--- config.mk ---
export PLATFORM = sky130hd
export DESIGN_NAME = gbr_col_cell
export DESIGN_NICKNAME = d
export VERILOG_FILES = /design/src/design/gbr_pkg.sv /design/src/design/gbr_col_cell.sv
export SDC_FILE = /design/constraint.sdc
export NUM_CORES = 1
export LEC_CHECK = 0
export BUFFER_PORTS_ARGS = -buffer_cell sky130_fd_sc_hd__buf_4
export CAP_MARGIN = 10
export CORE_MARGIN = 2
export CORE_UTILIZATION = 51
export CTS_BUF_LIST = sky130_fd_sc_hd__clkbuf_8
export CTS_CLUSTER_SIZE = 16
export DETAILED_ROUTE_END_ITERATION = 10
export PLACE_DENSITY = 0.85
export SETUP_SLACK_MARGIN = 0.05
export SLEW_MARGIN = 30
export SYNTH_ARGS = -nofsm -noshare
export SYNTH_HDL_FRONTEND = slang
export SYNTH_SLANG_ARGS = --single-unit
--- constraint.sdc ---
create_clock -name clk -period 2.2 [get_ports clk]
set_input_delay 0.44 -clock clk [delete_from_list [all_inputs] [get_ports clk]]
set_output_delay 0.44 -clock clk [all_outputs]
set_load 0.02 [all_outputs]
--- src/design/gbr_pkg.sv ---
// ----------------------------------------------------------------------------
// gbr_pkg: shared types and constants of the 3x3 RGB blur
// Pixel, column and partial-sum types, frame limits and register indexes.
// ----------------------------------------------------------------------------
`default_nettype none

package gbr_pkg;

	localparam int MAX_WIDTH = 2048;
	localparam int ADDR_W    = $clog2(MAX_WIDTH);
	localparam int WIDTH_W   = ADDR_W + 1;
	localparam int CFG_W     = 12;
	localparam int CMP_W     = (WIDTH_W > CFG_W) ? WIDTH_W : CFG_W;
	localparam int ROW_W     = 12;

	localparam logic [ROW_W-1:0] ROW_MAX = {ROW_W{1'b1}};

	localparam logic [CFG_W-1:0] RESET_WIDTH  = CFG_W'(640);
	localparam logic [CFG_W-1:0] RESET_HEIGHT = CFG_W'(480);

	typedef enum logic {
		CFG_FRAME_WIDTH  = 1'b0,
		CFG_FRAME_HEIGHT = 1'b1
	} cfg_index_t;

	typedef struct packed {
		logic [7:0] ch2;
		logic [7:0] ch1;
		logic [7:0] ch0;
	} pix_t;

	// one window column: upper row, middle row, newest row
	typedef struct packed {
		pix_t up;
		pix_t mid;
		pix_t low;
	} col_t;

	// one line buffer entry: rows r-2 and r-1 at a column
	typedef struct packed {
		pix_t up;
		pix_t mid;
	} line_t;

	// 1-2-1 weighted column sum per channel
	typedef struct packed {
		logic [9:0] ch2;
		logic [9:0] ch1;
		logic [9:0] ch0;
	} vsum_t;

	typedef struct packed {
		logic emit;
		logic border;
		logic last;
	} ctrl_t;

	function automatic logic [9:0] tap_sum(input logic [7:0] a, input logic [7:0] b,
		input logic [7:0] c);
		tap_sum = {2'b00, a} + {1'b0, b, 1'b0} + {2'b00, c};
	endfunction

	function automatic vsum_t col_vsum(input col_t c);
		vsum_t v;
		v.ch0 = tap_sum(c.up.ch0, c.mid.ch0, c.low.ch0);
		v.ch1 = tap_sum(c.up.ch1, c.mid.ch1, c.low.ch1);
		v.ch2 = tap_sum(c.up.ch2, c.mid.ch2, c.low.ch2);
		col_vsum = v;
	endfunction

endpackage

`default_nettype wire

--- src/design/gbr_col_cell.sv ---
// ----------------------------------------------------------------------------
// gbr_col_cell: one column of the 3x3 window
// Holds three pixels and their weighted column sum; loads from its neighbor.
// ----------------------------------------------------------------------------
`default_nettype none

module gbr_col_cell (
	input  wire logic          clk,
	input  wire logic          arst_n,
	input  wire logic          load,
	input  wire gbr_pkg::col_t  col_in,
	input  wire gbr_pkg::vsum_t vsum_in,
	output gbr_pkg::col_t      col_q,
	output gbr_pkg::vsum_t     vsum_q
);

	always_ff @(posedge clk or negedge arst_n) begin
		if (!arst_n) begin
			col_q  <= '0;
			vsum_q <= '0;
		end else if (load) begin
			col_q  <= col_in;
			vsum_q <= vsum_in;
		end
	end

endmodule

`default_nettype wire

==> results of run 1 <==
## stage by stage
stage | instances | setup WS [ns] | area [sq um] | total power [mW]
after floorplan | 215 | 0.992 | 4110 | 2.77
after global placement | 516 | 0.742 | 5740 | 3.29
after detailed placement | 516 | 0.719 | 5740 | 3.32
after CTS | 532 | 0.813 | 5920 | 4.37
after global routing | 532 | 0.790 | 5920 | 4.54
final | 532 | 0.833 | 5920 | 4.33
## where the power goes
| part | total [mW] | internal (mW) | switching [mW] |
|---|---|---|---|
| clock | 1.06 | 0.439 | 0.619 |
| combinational | 1.10 | 0.611 | 0.490 |
| sequential | 2.17 | 2.06 | 0.112 |
| total | 4.33 | 3.11 | 1.22 |
## logic make-up (layout without fill, tap and decap cells)
kind of cell | after synthesis | in the layout | share of synthesized area [%]
DFF | 102 | 102 | 62.1
buffers and inverters | 11 | 226 | 2.62
muxes | 102 | 102 | 35.3
## registers in the layout, indices dropped and copies added (netlist names)
name and cells:
vsum_q 30, col_q 72
## per-layer routing
metal	wire length, um	track usage, %
met5	0	0
met4	286	8.82
met3	740	6.10
met2	4760	36.0
met1	3470	25.4
## cell usage after synthesis, drive strengths merged
cell   number  area [sq um]
mux2      102          1450
buf        11           108
dfrtp     102          2550
## final cells by class
type,instances,share of cell area [%]
timing repair buffer,210,27.3
clock buffer,10,2.32
multi-input combinational,102,24.5
sequential,102,43.1
tap,102,2.16
clock inverter,6,0.676
## final timing paths
check                                   to  slack (ns)  cells past startpoint
worst max-delay path             col_q[64]        0.83                      1
worst min-delay path            vsum_q[14]       0.005                      1
worst max register to register   col_q[64]        1.40                      1
worst min register to register   col_q[14]        0.51                      1
max in group asynchronous       vsum_q[22]        1.50                      2
min in group clk                 col_q[70]        0.31                      2
==> impl_metrics.ini, run 1 <==
[status]
status = finished clean

[global_route]
overflow = 0
grt_pass1_wl_um = 14200
antenna_found_initial = 0
grt_pass1_vias = 2735
grt.total_usage_pct = 21.3
grt_start_max_net_pins = 64

[timing]
setup-tns-final_ns = 0
fmax_ghz = 0.732
worstMarginPinSlew_ns = 0.462
skew_ns = 0
maxSlewHeadroom_pct = 69.2
timing.final.crit_share_pct = 62.1
period_minus_slack_ns = 1.37
setup_viol = 0
hold_violations = 0
whs_ns = 0.00482
drv_slew = 0
grt_setup_unrepaired = no

[setup_path]
end_kind = output pin
crit_path_start = col_q[64]
cp_slowest_cell = dfrtp_1
worstSetupStartpointType = flop
required_ns = 1.76
path_buf_inv = 1
path_max_fanout = 2
crit_family = flip-flops
critical_path_class = reg2out
r2r_start = col_q[64]
crit_chain = buf_4
cp.arrival_ns = 0.93
cpPeakStageDelay_ns = 0.41

[power_and_ir_drop]
max-vdd-ir-drop_mv = 0.493
p_per_area_nw_per_um2 = 732
p_leak_nw = 3.05

[clock_tree]
cts_resized = 0
clkLatencyLatePin_ns = 0.35
clkTransAtPathRegs_ns = 0.10
htree_levels = 3
clock-root-buffer = clkbuf_8
post_cts_buffers = 0
cts_tree = yes
clock_path_buffers = 2
clock-sinks = 102
cts_hold_buf = 0
cts_buffers = 9

[cells_and_area]
layout.nets = 530
post-route-util_pct = 76.2
layout_commonest_cell = buf_4
multi_input_area_sq_um = 1450
mostFrequentLayoutCells = 207 x buf_4, 102 x dfrtp_1, 80 x mux2_4
n_antenna_cell = 0
drive_gt1_share_pct = 75.8
area_growth_pct = 44.1
n_fill_cell = 465
seqCellArea_sq_um = 2550

[die]
initial_core_util_pct = 52.9
coreArea_sq_um = 7770
io_pins = 207
die_area_sq_um = 8790
die_h_um = 93.8
rows = 32
die_w_um = 93.8

[synthesis]
ys_ff_latch = 102
ys_types = 6
seq_area_frac_synth_pct = 62.1
synth_nets = 320
synthCells = 215
syn_avg_cell_area_sq_um = 19.1
synthesis.area_sq_um = 4110
yosys_warnings = 0

[flow_run]
cap_violations = 0

[route]
routed_wl_um = 9250
ant_nets = 0
vias = 2605
avgRoutedWirePerCell_um = 17.4
first_pass_iters = 4
viasPerCell = 4.90
drt_iter0_drc = 66
drc = 0

[placement]
io_buffers = 206
post-dp-hpwl_um = 6810
gp_congestion = 0.782

[min_path]
hold_class = in2async
(Power assumes the default switching activity.)
==> run 2, diff against run 1 <==
- CORE_UTILIZATION: 51 -> 43
- PLACE_DENSITY: 0.85 -> 0.76
- clock period: 2.2 -> 1.2 ns (I/O delays scaled with it)
==> impl_metrics.ini, run 2 (synthesis gave the netlist of run 1 again) <==
[min_path]
whs_path_depth = 2
min_from = col_in[11]
holdPathEnd = col_q[11]
hold_class = in2reg

[timing]
fin_ws_ns = 0.0452
grt_setup_unrepaired = yes
period_minus_slack_ns = 1.15
drv_slew = 0
hold_violations = 0
fmax_ghz = 0.866
worstMarginPinSlew_ns = 0.304
maxSlewHeadroom_pct = 79.7
whs_ns = 0.115
timing.final.crit_share_pct = 96.2
setup-tns-final_ns = 0
setup_viol = 0
skew_ns = 0

[setup_path]
ff2ff_path_depth = 3
end_kind = output pin
worstSetupStartpointType = flop
critical_path_class = reg2out
r2r_start = vsum_q[20]
path_max_fanout = 2
required_ns = 0.96
crit_chain = buf_6
cp_slowest_cell = dfrtp_1
r2r_end = vsum_q[20]
path_buf_inv = 1
reg2reg_slack_ns = 0.16
crit_cells = 1
crit_family = flip-flops
cpPeakStageDelay_ns = 0.43
cp.arrival_ns = 0.91

[placement]
io_buffers = 206
post-dp-hpwl_um = 7030
place_area_sq_um = 5840
place_ws_ns = 0.0913
gp_congestion = 0.785

[clock_tree]
cts_tree = yes
clkLatencyLatePin_ns = 0.34
clock-root-buffer = clkbuf_8
clock-sinks = 102
clkTransAtPathRegs_ns = 0.10
clock_path_buffers = 2
htree_levels = 3
cts_buffers = 9

[route]
routed_wl_um = 10700
avgRoutedWirePerCell_um = 17.1
drc = 0
drt_iter0_drc = 32
met3_length_um = 804
met2_length_um = 5690
vias = 2867
first_pass_iters = 4
ant_nets = 0
wl_met1_um = 4050
top_layer_used = met4
viasPerCell = 4.57

[global_route]
grt_start_max_net_pins = 58
grt.total_usage_pct = 19.1
grt_pass1_wl_um = 15200
grt_pass1_vias = 3023
antenna_found_initial = 0
overflow = 0

[cells_and_area]
layout_commonest_cell = buf_4
n_antenna_cell = 0
largest-register = col_q
reg_top3 = col_q x72, vsum_q x30
drive_gt1_share_pct = 79.1
fin_area_sq_um = 6910
area_growth_pct = 68.1
layout.nets = 599
largest_reg_flops = 72
mostFrequentLayoutCells = 172 x buf_4, 102 x dfrtp_1, 100 x buf_6

[die]
initial_core_util_pct = 44.5
die_w_um = 102
rows = 35
die_h_um = 102
coreArea_sq_um = 9240
io_pins = 207
die_area_sq_um = 10400

[flow_run]
cap_violations = 0

[power_and_ir_drop]
p_per_area_nw_per_um2 = 1280
p_leak_nw = 3.53
max-vdd-ir-drop_mv = 0.692

[status]
status = finished clean
[run 2: cell count changes in the layout (fill, tap and decap cells not counted), sizes merged]
cell         previous run  this run
dlygate4sd3             0         1
bufinv                  0         1
buf                   210       278
clkinvlp                2         0
[run 2: worst max path at each step]
stage,endpoint,slack [ns],startpoint
2_1_floorplan,col_q[0],0.19,load
3_3_place_gp,col_q[15],0.10,load
3_5_place_dp,col_q[15],0.09,load
4_1_cts,col_q[11],0.02,col_q[11]
5_1_grt,col_q[11],0.008,col_q[11]
6_report,col_q[11],0.05,col_q[11]
[run 2: what timing repair did]
item | 4_1_cts | 5_1_grt
gates cloned | 0 | 0
hold buffers | 1 | 0
buffers inserted | 39 | 26
resized for setup | 75 | 24
setup endpoints to repair | 85 | 99
endpoints found under the hold margin | 102 | 0
[run 2: cell type report]
class                           count  area, sq um
Fill cell                         566         2330
Sequential cell                   102         2550
Clock buffer                       10          138
Timing Repair Buffer              279         2550
Clock inverter                      5         60.1
Multi-Input combinational cell    102         1450
Tap cell                          129          161
[run 2: per-stage QoR]
step / power [mW] / util [%] / instances
floorplan: 5.07 / - / 215
global route: 9.20 / 74.8 / 627
detailed placement: 6.11 / 63.2 / 546
global placement: 6.06 / 63.2 / 546
CTS: 8.67 / 71.7 / 601
finish: 8.82 / 74.8 / 627
[run 2: routing by layer]
metal,vias up,global-route usage [%]
met5,-,0
met4,0,7.17
met3,15,5.59
met2,123,32.8
met1,1423,22.8
li1,1306,-
[run 2: where the power goes]
part	leakage (nW)	switching [mW]	total [mW]	internal (mW)
sequential	1.19	0.268	4.05	3.78
combinational	2.24	0.990	2.59	1.60
clock	0.104	1.16	2.18	1.02
total	3.53	2.42	8.82	6.40
==> run 3, diff against run 2 <==
- RECOVER_POWER: unset -> 25
==> impl_metrics.ini, run 3 (synthesis gave the netlist of run 1 again) <==
[status]
status = finished clean

[global_route]
grt_pass1_wl_um = 15200
grt_pass1_vias = 3023
overflow = 0
grt_start_max_net_pins = 58
antenna_found_initial = 0
grt.total_usage_pct = 19.1

[cells_and_area]
largest-register = col_q
drive_gt1_share_pct = 79.1
layout_commonest_cell = buf_4
post-route-util_pct = 74.5
n_antenna_cell = 0
area_growth_pct = 67.6
final_cells = 627
mostFrequentLayoutCells = 172 x buf_4, 102 x dfrtp_1, 101 x buf_6
layout.nets = 599
largest_reg_flops = 72
reg_top3 = col_q x72, vsum_q x30

[setup_path]
critical_path_class = reg2out
cp.arrival_ns = 0.91
cp_slowest_cell = dfrtp_1
path_buf_inv = 1
path_max_fanout = 2
crit_chain = buf_6
crit_path_start = col_q[11]
ff2ff_path_depth = 3
endpoint = col_q[11]
r2r_start = vsum_q[20]
crit_cells = 1
end_kind = output pin
crit_family = flip-flops
worstSetupStartpointType = flop
r2r_end = vsum_q[20]
required_ns = 0.96
reg2reg_slack_ns = 0.16
cpPeakStageDelay_ns = 0.43

[die]
die_h_um = 102
initial_core_util_pct = 44.5
die_w_um = 102
die_area_sq_um = 10400
coreArea_sq_um = 9240
rows = 35
io_pins = 207

[timing]
hold_violations = 0
worstMarginPinSlew_ns = 0.604
setup-tns-final_ns = 0
timing.final.crit_share_pct = 96.2
setup_viol = 0
fmax_ghz = 0.866
period_minus_slack_ns = 1.15
maxSlewHeadroom_pct = 59.7
grt_setup_unrepaired = yes
skew_ns = 0
drv_slew = 0
whs_ns = 0.115

[clock_tree]
clock-root-buffer = clkbuf_8
clock-sinks = 102
clkTransAtPathRegs_ns = 0.10
cts_tree = yes
clock_path_buffers = 2
clkLatencyLatePin_ns = 0.34
htree_levels = 3
cts_buffers = 9

[route]
ant_nets = 0
drt_iter0_drc = 37
first_pass_iters = 4
vias = 2881
viasPerCell = 4.59
drc = 0
routed_wl_um = 10700
avgRoutedWirePerCell_um = 17.1

[min_path]
whs_path_depth = 2
hold_class = in2reg

[placement]
post-dp-hpwl_um = 7030
io_buffers = 206
place_inst = 546
gp_congestion = 0.785

[power_and_ir_drop]
max-vdd-ir-drop_mv = 0.693
total_power_mw = 8.81
p_leak_nw = 3.52
p_per_area_nw_per_um2 = 1280

[flow_run]
cap_violations = 0
==> run 3: cell count changes in the layout (fill, tap and decap cells not counted), sizes merged <==
cell | before | now
buf | 278 | 277
clkbuf | 10 | 11
==> run 3: worst min path at each step <==
stage          startpoint          to  slack, ns
2_1_floorplan      arst_n    col_q[0]      -0.06
3_3_place_gp       arst_n  vsum_q[29]       0.24
3_5_place_dp       arst_n  vsum_q[29]       0.25
4_1_cts        col_in[52]   col_q[52]       0.09
5_1_grt        col_in[11]   col_q[11]       0.09
6_report       col_in[11]   col_q[11]       0.12
==> run 3: worst register-to-register path: stages, from the launching register on <==
cell and delay, ns:
dfrtp_1 0.42, buf_4 0.14, buf_4 0.12, mux2_4 0.26
==> run 3: layout make-up <==
cell class,instances,area [sq um]
timing repair buffer,279,2530
multi-input combinational,102,1450
clock inverter,5,60.1
clock buffer,10,138
sequential,102,2550
tap,129,161
fill,571,2350
==> run 3: per-layer routing <==
metal | share of wire [%] | track usage (%)
met5 | 0 | 0
met4 | 1.8 | 7.17
met3 | 7.5 | 5.59
met2 | 53 | 32.8
met1 | 37 | 22.8
==> run 3: metrics by stage <==
| stage | cell area, sq um | setup WS (ns) |
|---|---|---|
| floorplan | 4110 | 0.192 |
| global placement | 5840 | 0.103 |
| detailed placement | 5840 | 0.0913 |
| CTS | 6620 | 0.0175 |
| global route | 6890 | 0.00752 |
| finish | 6890 | 0.0454 |
==> run 3: power by group <==
part	total (mW)	internal [mW]	switching [mW]
Clock	2.18	1.02	1.16
Sequential	4.05	3.78	0.268
Combinational	2.58	1.59	0.988
==> run 3: what timing repair did <==
item,CTS,global route
endpoints found under the hold margin,102,0
hold buffers,1,0
setup buffers,39,26
resized for setup,75,24
setup endpoints to repair,85,99
