## config.mk

```make
export PLATFORM = sky130hd
export DESIGN_NAME = gbr_kernel
export DESIGN_NICKNAME = d
export VERILOG_FILES = /design/src/design/gbr_pkg.sv /design/src/design/gbr_kernel.sv
export SDC_FILE = /design/constraint.sdc
export NUM_CORES = 1
export LEC_CHECK = 0
export BUFFER_PORTS_ARGS = -buffer_cell sky130_fd_sc_hd__buf_2
export CAP_MARGIN = 20
export CELL_PAD_IN_SITES_DETAIL_PLACEMENT = 0
export CELL_PAD_IN_SITES_GLOBAL_PLACEMENT = 2
export CORE_MARGIN = 8
export CORE_UTILIZATION = 23
export DETAILED_ROUTE_END_ITERATION = 7
export GPL_TIMING_DRIVEN = 0
export PLACE_DENSITY_LB_ADDON = 0.1
export SLEW_MARGIN = 20
export SYNTH_ARGS = -nofsm -noshare
export SYNTH_HDL_FRONTEND = slang
export SYNTH_SLANG_ARGS = --single-unit
```

## constraint.sdc

```tcl
create_clock -name vclk -period 9.69
set_input_delay 1.938 -clock vclk [all_inputs]
set_output_delay 1.938 -clock vclk [all_outputs]
set_load 0.01 [all_outputs]
```

## src/design/gbr_pkg.sv

```systemverilog
// ----------------------------------------------------------------------------
// gbr_pkg: shared types and constants of the 3x3 RGB blur
// Pixel, column and partial-sum types, frame limits and register indexes.
// ----------------------------------------------------------------------------
`default_nettype none

package gbr_pkg;

	localparam int MAX_WIDTH = 2048;
	localparam int ADDR_W    = $clog2(MAX_WIDTH);
	localparam int WIDTH_W   = ADDR_W + 1;
	localparam int CFG_W     = 12;
	localparam int CMP_W     = (WIDTH_W > CFG_W) ? WIDTH_W : CFG_W;
	localparam int ROW_W     = 12;

	localparam logic [ROW_W-1:0] ROW_MAX = {ROW_W{1'b1}};

	localparam logic [CFG_W-1:0] RESET_WIDTH  = CFG_W'(640);
	localparam logic [CFG_W-1:0] RESET_HEIGHT = CFG_W'(480);

	typedef enum logic {
		CFG_FRAME_WIDTH  = 1'b0,
		CFG_FRAME_HEIGHT = 1'b1
	} cfg_index_t;

	typedef struct packed {
		logic [7:0] ch2;
		logic [7:0] ch1;
		logic [7:0] ch0;
	} pix_t;

	// one window column: upper row, middle row, newest row
	typedef struct packed {
		pix_t up;
		pix_t mid;
		pix_t low;
	} col_t;

	// one line buffer entry: rows r-2 and r-1 at a column
	typedef struct packed {
		pix_t up;
		pix_t mid;
	} line_t;

	// 1-2-1 weighted column sum per channel
	typedef struct packed {
		logic [9:0] ch2;
		logic [9:0] ch1;
		logic [9:0] ch0;
	} vsum_t;

	typedef struct packed {
		logic emit;
		logic border;
		logic last;
	} ctrl_t;

	function automatic logic [9:0] tap_sum(input logic [7:0] a, input logic [7:0] b,
		input logic [7:0] c);
		tap_sum = {2'b00, a} + {1'b0, b, 1'b0} + {2'b00, c};
	endfunction

	function automatic vsum_t col_vsum(input col_t c);
		vsum_t v;
		v.ch0 = tap_sum(c.up.ch0, c.mid.ch0, c.low.ch0);
		v.ch1 = tap_sum(c.up.ch1, c.mid.ch1, c.low.ch1);
		v.ch2 = tap_sum(c.up.ch2, c.mid.ch2, c.low.ch2);
		col_vsum = v;
	endfunction

endpackage

`default_nettype wire

```

## src/design/gbr_kernel.sv

```systemverilog
// ----------------------------------------------------------------------------
// gbr_kernel: horizontal 1-2-1 combine of three column sums
// Selects the center pixel on border positions.
// ----------------------------------------------------------------------------
`default_nettype none

module gbr_kernel (
	input  wire gbr_pkg::vsum_t vs_left,
	input  wire gbr_pkg::vsum_t vs_mid,
	input  wire gbr_pkg::vsum_t vs_right,
	input  wire gbr_pkg::pix_t  center,
	input  wire logic           border,
	output gbr_pkg::pix_t       result
);

	function automatic logic [7:0] combine(input logic [9:0] a, input logic [9:0] b,
		input logic [9:0] c);
		logic [11:0] total;
		total = {2'b00, a} + {1'b0, b, 1'b0} + {2'b00, c};
		combine = total[11:4];
	endfunction

	gbr_pkg::pix_t blur;

	always_comb begin
		blur.ch0 = combine(vs_left.ch0, vs_mid.ch0, vs_right.ch0);
		blur.ch1 = combine(vs_left.ch1, vs_mid.ch1, vs_right.ch1);
		blur.ch2 = combine(vs_left.ch2, vs_mid.ch2, vs_right.ch2);
		result   = border ? center : blur;
	end

endmodule

`default_nettype wire
```

==> flow_summary.toml, run 1 <==
[synthesis]
seq_area_frac_synth_pct = 0
netlist_area_sq_um = 1850
synthDistinctLibCells = 48
synthesis.instances = 217
top_cells_by_area_in_the_synthesized_netlist = "fa_1 29%, ha_1 18%, inv_1 4.9%, o21ai_1 4.3%, nand2_1 4.3%"
most_area_hungry_cell_type_in_the_yosys_netlist = "fa_1"
post_synth.cell_area_avg_sq_um = 8.52
mappedNetlistNets = 386
ys.warnings.count = 0
synthDominantCellAreaShare_pct = 29.2

[timing]
slew_headroom_pct = 60.4
min_period_over_period_pct = 67.1
final.min_clock_period_ps = 6500
fin_tns_setup_ps = 0
timing.fmax_mhz = 154
rsz0062_at_grt = "false"
timing.final.hold_violations = 0
finalSetupViolations = 0
drv_slew = 0
timing_worst_slew_pin_value_ps = 589

[floorplan]
num_io_pins = 139
core_sq_um = 7770
floorplan.initialDensity_pct = 23.8
floorplan.die.width_um = 106
placement_rows = 32
fp.dieH_um = 106
floorplan.die_area_sq_um = 11200

[grt]
grt_usage_pct = 10.8
pin_count_of_the_biggest_net_entering_global_routing = 11
grt_antenna_before_repair = 0
grt_pass1_wl_um = 10500
global_route.overflow_total = 0
grt_pass1_vias = 2260

[power]
finalPower_mw = 0.231
power.density_nw_per_um2 = 86.6
power.leakage_nw = 1.40
max-vdd-ir-drop_mv = 0.0253

[routing]
num_vias = 2102
dr.first_iter.drc_count = 56
drt_first_pass_iters = 5
routed_wl_um = 6350
drc = 0
route.detailed.wl_per_inst_um = 13.9
routed_via_density = 4.59
antenna_violating_nets_post_route = 0

[run]
max_cap_viol_count = 0

[final_layout]
layout.nets = 527
n_clock_buffer = 0
seq_cells = 0
areaGrowthSynthToFinish_pct = 44.5
register_area_sq_um = 0
insertedDiodeCount = 0
layout-drive-gt1-share_pct = 40.7

[setup_path]
critPathArrivalTime_ps = 4570
timing.critical_path.to_type = "primary output"
timing.critical_path.required_ps = 7750
critical_path.max_fanout = 5
worst-setup-path-type = "input pin to primary output"
crit_path_start_kind = "input pin"

[outcome]
run_status = "finished clean"

[clocking]
cts_hold_buffers = 0
post_cts_repair_setup_buffers = 0
ctsResizeCount = 0

[place]
dp_hpwl_um = 5860
place.port_buffers = 139
routabilityCongestion = 0.718

[hold_path]
hold_path.class = "input pin to primary output"
## placed cells by master (no fill, tap or decap), types with 4 or more instances in the layout
| master | n |
|---|---|
| a21oi_1 | 9 |
| buf_2 | 139 |
| fa_1 | 27 |
| ha_1 | 27 |
| inv_1 | 24 |
| nand2_1 | 21 |
| nand2b_1 | 5 |
| nor2_1 | 9 |
| nor3_1 | 7 |
| o21ai_1 | 16 |
| o31ai_1 | 4 |
| xnor2_1 | 6 |
| xor2_1 | 6 |
## worst paths after layout
| kind | cells after the start | start | to |
|---|---|---|---|
| worst max-delay path | 11 | vs_left[22] | result[22] |
| worst min-delay path | 4 | center[19] | result[19] |
## stage by stage
step / hold slack, ps / instances / cell area [sq um] / setup WS (ps) / util [%]
floorplan: 4000 / 217 / 1850 / 3530 / -
global placement: 4180 / 458 / 2670 / 3180 / 34.4
detailed placement: 4180 / 458 / 2670 / 3180 / 34.4
CTS: 4180 / 458 / 2670 / 3160 / 34.4
global route: 4200 / 458 / 2670 / 2940 / 34.4
finish: 4170 / 458 / 2670 / 3190 / 34.4
## power by group
group / switching, mW / leakage, nW / internal [mW] / total, mW
logic: 0.123 / 1.40 / 0.108 / 0.231
clock network: 0 / 0 / 0 / 0
registers: 0 / 0 / 0 / 0
total: 0.123 / 1.40 / 0.108 / 0.231
## cells by family after synthesis
family,after synthesis,share of synthesized area [%]
mux,1,0.542
simple gates,58,16.1
fa+ha+maj,54,47.5
buf+inv,30,6.09
xor+xnor,12,5.69
compound gates,62,24.0
## layout make-up
type	instances	area, sq um
Buffer	5	18.8
Fill cell	866	5100
Timing Repair Buffer	139	696
Tap cell	102	128
Inverter	25	93.8
Multi-Input combinational cell	187	1740
## cell usage after synthesis (2+ instances only)
cell type and n:
nor2b_1 2, nor2_1 9, a2111oi_0 2, nand2b_1 5, clkbuf_1 3, xnor2_1 6, o31ai_1 4, o21ai_0 2
nand3_1 2, o21ai_1 16, a31oi_1 3, a21o_1 3, a211o_1 2, or3_1 2, a21oi_1 9, xor2_1 6
a22oi_1 3, fa_1 27, nor3_1 7, ha_1 27, a221o_1 3, nand2_1 21, buf_1 2, a311o_1 3
inv_1 24, o311ai_1 2
## critical path, cell delays in order
cell and delay (ps):
buf_2 70, inv_1 50, fa_1 520, inv_1 40, ha_1 300, a41oi_2 290
a221oi_2 140, a311o_1 460, or3_1 340, o311a_1 280, buf_2 140
## per-layer routing
layer	routed length, um	share of wire, %	global-route usage, %	vias to the layer above
li1	-	-	-	1064
met1	2830	45	14.0	951
met2	2950	46	18.5	87
met3	562	8.9	3.17	0
met4	0	0	0	0
met5	0	0	0	-
Note: power is estimated with default switching activity, not from simulation.
==> inputs of run 2 (changes only) <==
- CORE_UTILIZATION: 23 -> 22
- clock period: 9.69 -> 6.6 ns (I/O delays scaled with it)
==> flow_summary.toml, run 2 (synthesis gave the netlist of run 1 again) <==
[outcome]
run_status = "finished clean"

[floorplan]
core_sq_um = 8180
floorplan.die_area_sq_um = 11600
placement_rows = 33
fp.dieH_um = 108
floorplan.die.width_um = 108
num_io_pins = 139
floorplan.initialDensity_pct = 22.6

[timing]
timing_worst_slew_pin_value_ps = 569
fin_tns_setup_ps = 0
timing.final.hold_violations = 0
timing.fmax_mhz = 191
min_period_over_period_pct = 79.3
rsz0062_at_grt = "false"
slew_headroom_pct = 62.0
final.min_clock_period_ps = 5230
finalSetupViolations = 0
drv_slew = 0

[setup_path]
timing.critical_path.to_type = "primary output"
worst-setup-path-type = "input pin to primary output"
crit_path_start_kind = "input pin"
critPathArrivalTime_ps = 3910
timing.critical_path.required_ps = 5280
critical_path.max_fanout = 5
critical_path.cell_chain = "buf_2, inv_1, fa_1, inv_1, ha_1, a41oi_2, a221oi_2, a311o_1, or3_1, o311a_1, buf_2"
critical-path-slowest-cell = "fa_1"
cp_slowest_stage_delay_ps = 530
critPathLaunch = "vs_left[22]"

[grt]
grt_pass1_vias = 2264
grt_pass1_wl_um = 10400
global_route.overflow_total = 0
grt_usage_pct = 10.7
grt_antenna_before_repair = 0
pin_count_of_the_biggest_net_entering_global_routing = 11

[power]
finalPower_mw = 0.339
power.leakage_nw = 1.40
power.density_nw_per_um2 = 127
max-vdd-ir-drop_mv = 0.0350

[final_layout]
layout.nets = 527
register_area_sq_um = 0
n_clock_buffer = 0
final_common_cell = "buf_2"
fillers = 896
insertedDiodeCount = 0
seq_cells = 0
non_filler_instances = 461
areaGrowthSynthToFinish_pct = 44.8
mostFrequentLayoutCells = "139 x buf_2, 27 x fa_1, 27 x ha_1"
combined_area_of_the_multi_input_logic_cells_sq_um = 1740
layout-drive-gt1-share_pct = 40.7

[place]
dpl.cell_count = 461
routabilityCongestion = 0.700
place.port_buffers = 139
dp_hpwl_um = 5940

[hold_path]
worst_hold_endpoint = "result[19]"
hold_path.class = "input pin to primary output"
worst_hold_path_depth = 4
hold_path.startpoint = "center[19]"

[clocking]
post_cts_repair_setup_buffers = 0
cts_hold_buffers = 0
ctsResizeCount = 0

[routing]
drt_first_pass_iters = 4
antenna_violating_nets_post_route = 0
routed_wl_um = 6480
drc = 0
dr.first_iter.drc_count = 32
route.detailed.wl_per_inst_um = 14.0
routed_via_density = 4.45
num_vias = 2051

[run]
max_cap_viol_count = 0
run 2: stage by stage:
step / hold slack, ps / util (%) / setup WS (ps) / instance area (sq um)
finish: 2930 / 32.7 / 1370 / 2680
global route: 2970 / 32.7 / 1100 / 2680
floorplan: 2760 / - / 1670 / 1850
detailed placement: 2940 / 32.7 / 1330 / 2680
CTS: 2940 / 32.7 / 1320 / 2680
global placement: 2940 / 32.7 / 1340 / 2680
run 2: final cells by class:
class | instances | share of cell area (%)
repair buffers | 139 | 26.0
inverters | 25 | 3.51
well taps | 105 | 4.91
multi-input cells | 187 | 64.9
plain buffers | 5 | 0.702
run 2: worst max-delay path by stage:
stage / end / depth (start not counted)
floorplan: result[22] / 9
global placement: result[22] / 11
detailed placement: result[22] / 11
CTS: result[22] / 11
global route: result[21] / 11
finish: result[22] / 11
run 2: critical path: cells and delay by family:
kind            cells  cell delay (ps)
compound gates      4             1130
fa+ha+maj           2              820
buf+inv             4              300
simple gates        1              330
run 2: per-layer routing:
metal | part of all wire (%) | global-route usage (%)
met5 | 0 | 0
met4 | 0.52 | 0.496
met3 | 9.2 | 2.75
met2 | 47 | 18.8
met1 | 43 | 13.4
run 2: power breakdown:
part / internal [mW] / total [mW] / switching (mW)
registers: 0 / 0 / 0
logic: 0.159 / 0.339 / 0.180
clock network: 0 / 0 / 0
total: 0.159 / 0.339 / 0.180
==> inputs of run 3 (changes only) <==
- CORE_UTILIZATION: 22 -> 19
- clock period: 6.6 -> 4.45 ns (I/O delays scaled with it)
==> flow_summary.toml, run 3 (synthesis gave the netlist of run 1 again) <==
[place]
dp_hpwl_um = 6030
place_ws_ps = 20.7
routabilityCongestion = 0.714
place.port_buffers = 139

[power]
max-vdd-ir-drop_mv = 0.0496
power.density_nw_per_um2 = 186
power.leakage_nw = 1.40

[timing]
drv_slew = 0
slew_headroom_pct = 62.3
timing.fmax_mhz = 234
final.min_clock_period_ps = 4280
timing_worst_slew_pin_value_ps = 561
fin_tns_setup_ps = 0
finalSetupViolations = 0
min_period_over_period_pct = 96.1
rsz0062_at_grt = "false"
crit_path_setup_slack_layout_ps = 172
timing.final.hold_violations = 0

[final_layout]
seq_cells = 0
mostFrequentLayoutCells = "139 x buf_2, 27 x fa_1, 27 x ha_1"
areaGrowthSynthToFinish_pct = 46.6
final_common_cell = "buf_2"
n_clock_buffer = 0
combined_area_of_the_multi_input_logic_cells_sq_um = 1740
fillers = 1087
insertedDiodeCount = 0
layout.nets = 527
layout-drive-gt1-share_pct = 40.7
register_area_sq_um = 0

[floorplan]
num_io_pins = 139
fp.dieH_um = 115
core_sq_um = 9590
floorplan.die_area_sq_um = 13100
floorplan.die.width_um = 115
floorplan.initialDensity_pct = 19.3
placement_rows = 36

[hold_path]
hold_path.class = "input pin to primary output"

[routing]
drt_first_pass_iters = 4
routed_wl_um = 6530
dr.first_iter.drc_count = 46
routed_via_density = 4.20
num_vias = 2056
antenna_violating_nets_post_route = 0
drc = 0
route.detailed.wl_per_inst_um = 13.4

[clocking]
ctsResizeCount = 0
post_cts_repair_setup_buffers = 0
cts_hold_buffers = 0

[run]
max_cap_viol_count = 0

[setup_path]
critPathArrivalTime_ps = 3390
timing.critical_path.to_type = "primary output"
critical_path.max_fanout = 5
crit_path_start_kind = "input pin"
worst-setup-path-type = "input pin to primary output"
timing.critical_path.required_ps = 3560
crit_path_frequent_cell = "buf_2"
critical_path.cell_chain = "buf_2, fa_1, ha_1, a21oi_1, and2b_2, a311o_1, or3_1, o311a_1, buf_2"
cp_slowest_stage_delay_ps = 490
critical-path-slowest-cell = "fa_1"

[grt]
grt_pass1_wl_um = 10400
pin_count_of_the_biggest_net_entering_global_routing = 11
grt_pass1_vias = 2191
global_route.overflow_total = 0
grt_antenna_before_repair = 0
grt_usage_pct = 9.51

[outcome]
run_status = "finished clean"
run 3: metrics by stage:
step	utilization, %	total power, mW	instance area [sq um]	cells	hold slack [ps]
after floorplan	-	0.331	1850	217	1900
after global placement	28.2	0.517	2710	489	2080
after detailed placement	28.2	0.512	2710	489	2080
after CTS	28.2	0.517	2710	489	2080
after global routing	28.2	0.572	2710	489	2100
final	28.2	0.503	2710	489	2070
run 3: power breakdown:
group / internal (mW) / total (mW) / switching [mW]
combinational: 0.236 / 0.503 / 0.267
sequential: 0 / 0 / 0
clock: 0 / 0 / 0
run 3: path summary, 6_finish.rpt:
check | from | endpoint | slack, ps | cells after the start
setup / recovery | vs_left[26] | result[22] | 170 | 9
hold / removal | center[19] | result[19] | 2070 | 4
run 3: layer usage:
metal  track usage (%)  part of all wire, %  up-vias
met1              11.7                   42      918
met2              16.9                   49       68
met4                 0                    0        0
li1                  -                    -     1070
met3              2.58                  8.7        0
met5                 0                    0        -
run 3: final cells by class:
cell class | count | area share, %
Timing Repair Buffer | 139 | 25.7
Inverter | 25 | 3.46
Buffer | 5 | 0.693
Tap cell | 133 | 6.14
Multi-Input combinational cell | 187 | 64.0
run 3: critical path, delay by kind of cell:
kind                       cells  cell delay, ps
adders and majority gates      2             860
buffers and inverters          2             250
and+or+nand+nor                2             560
AOI/OAI and AO/OA              3             820
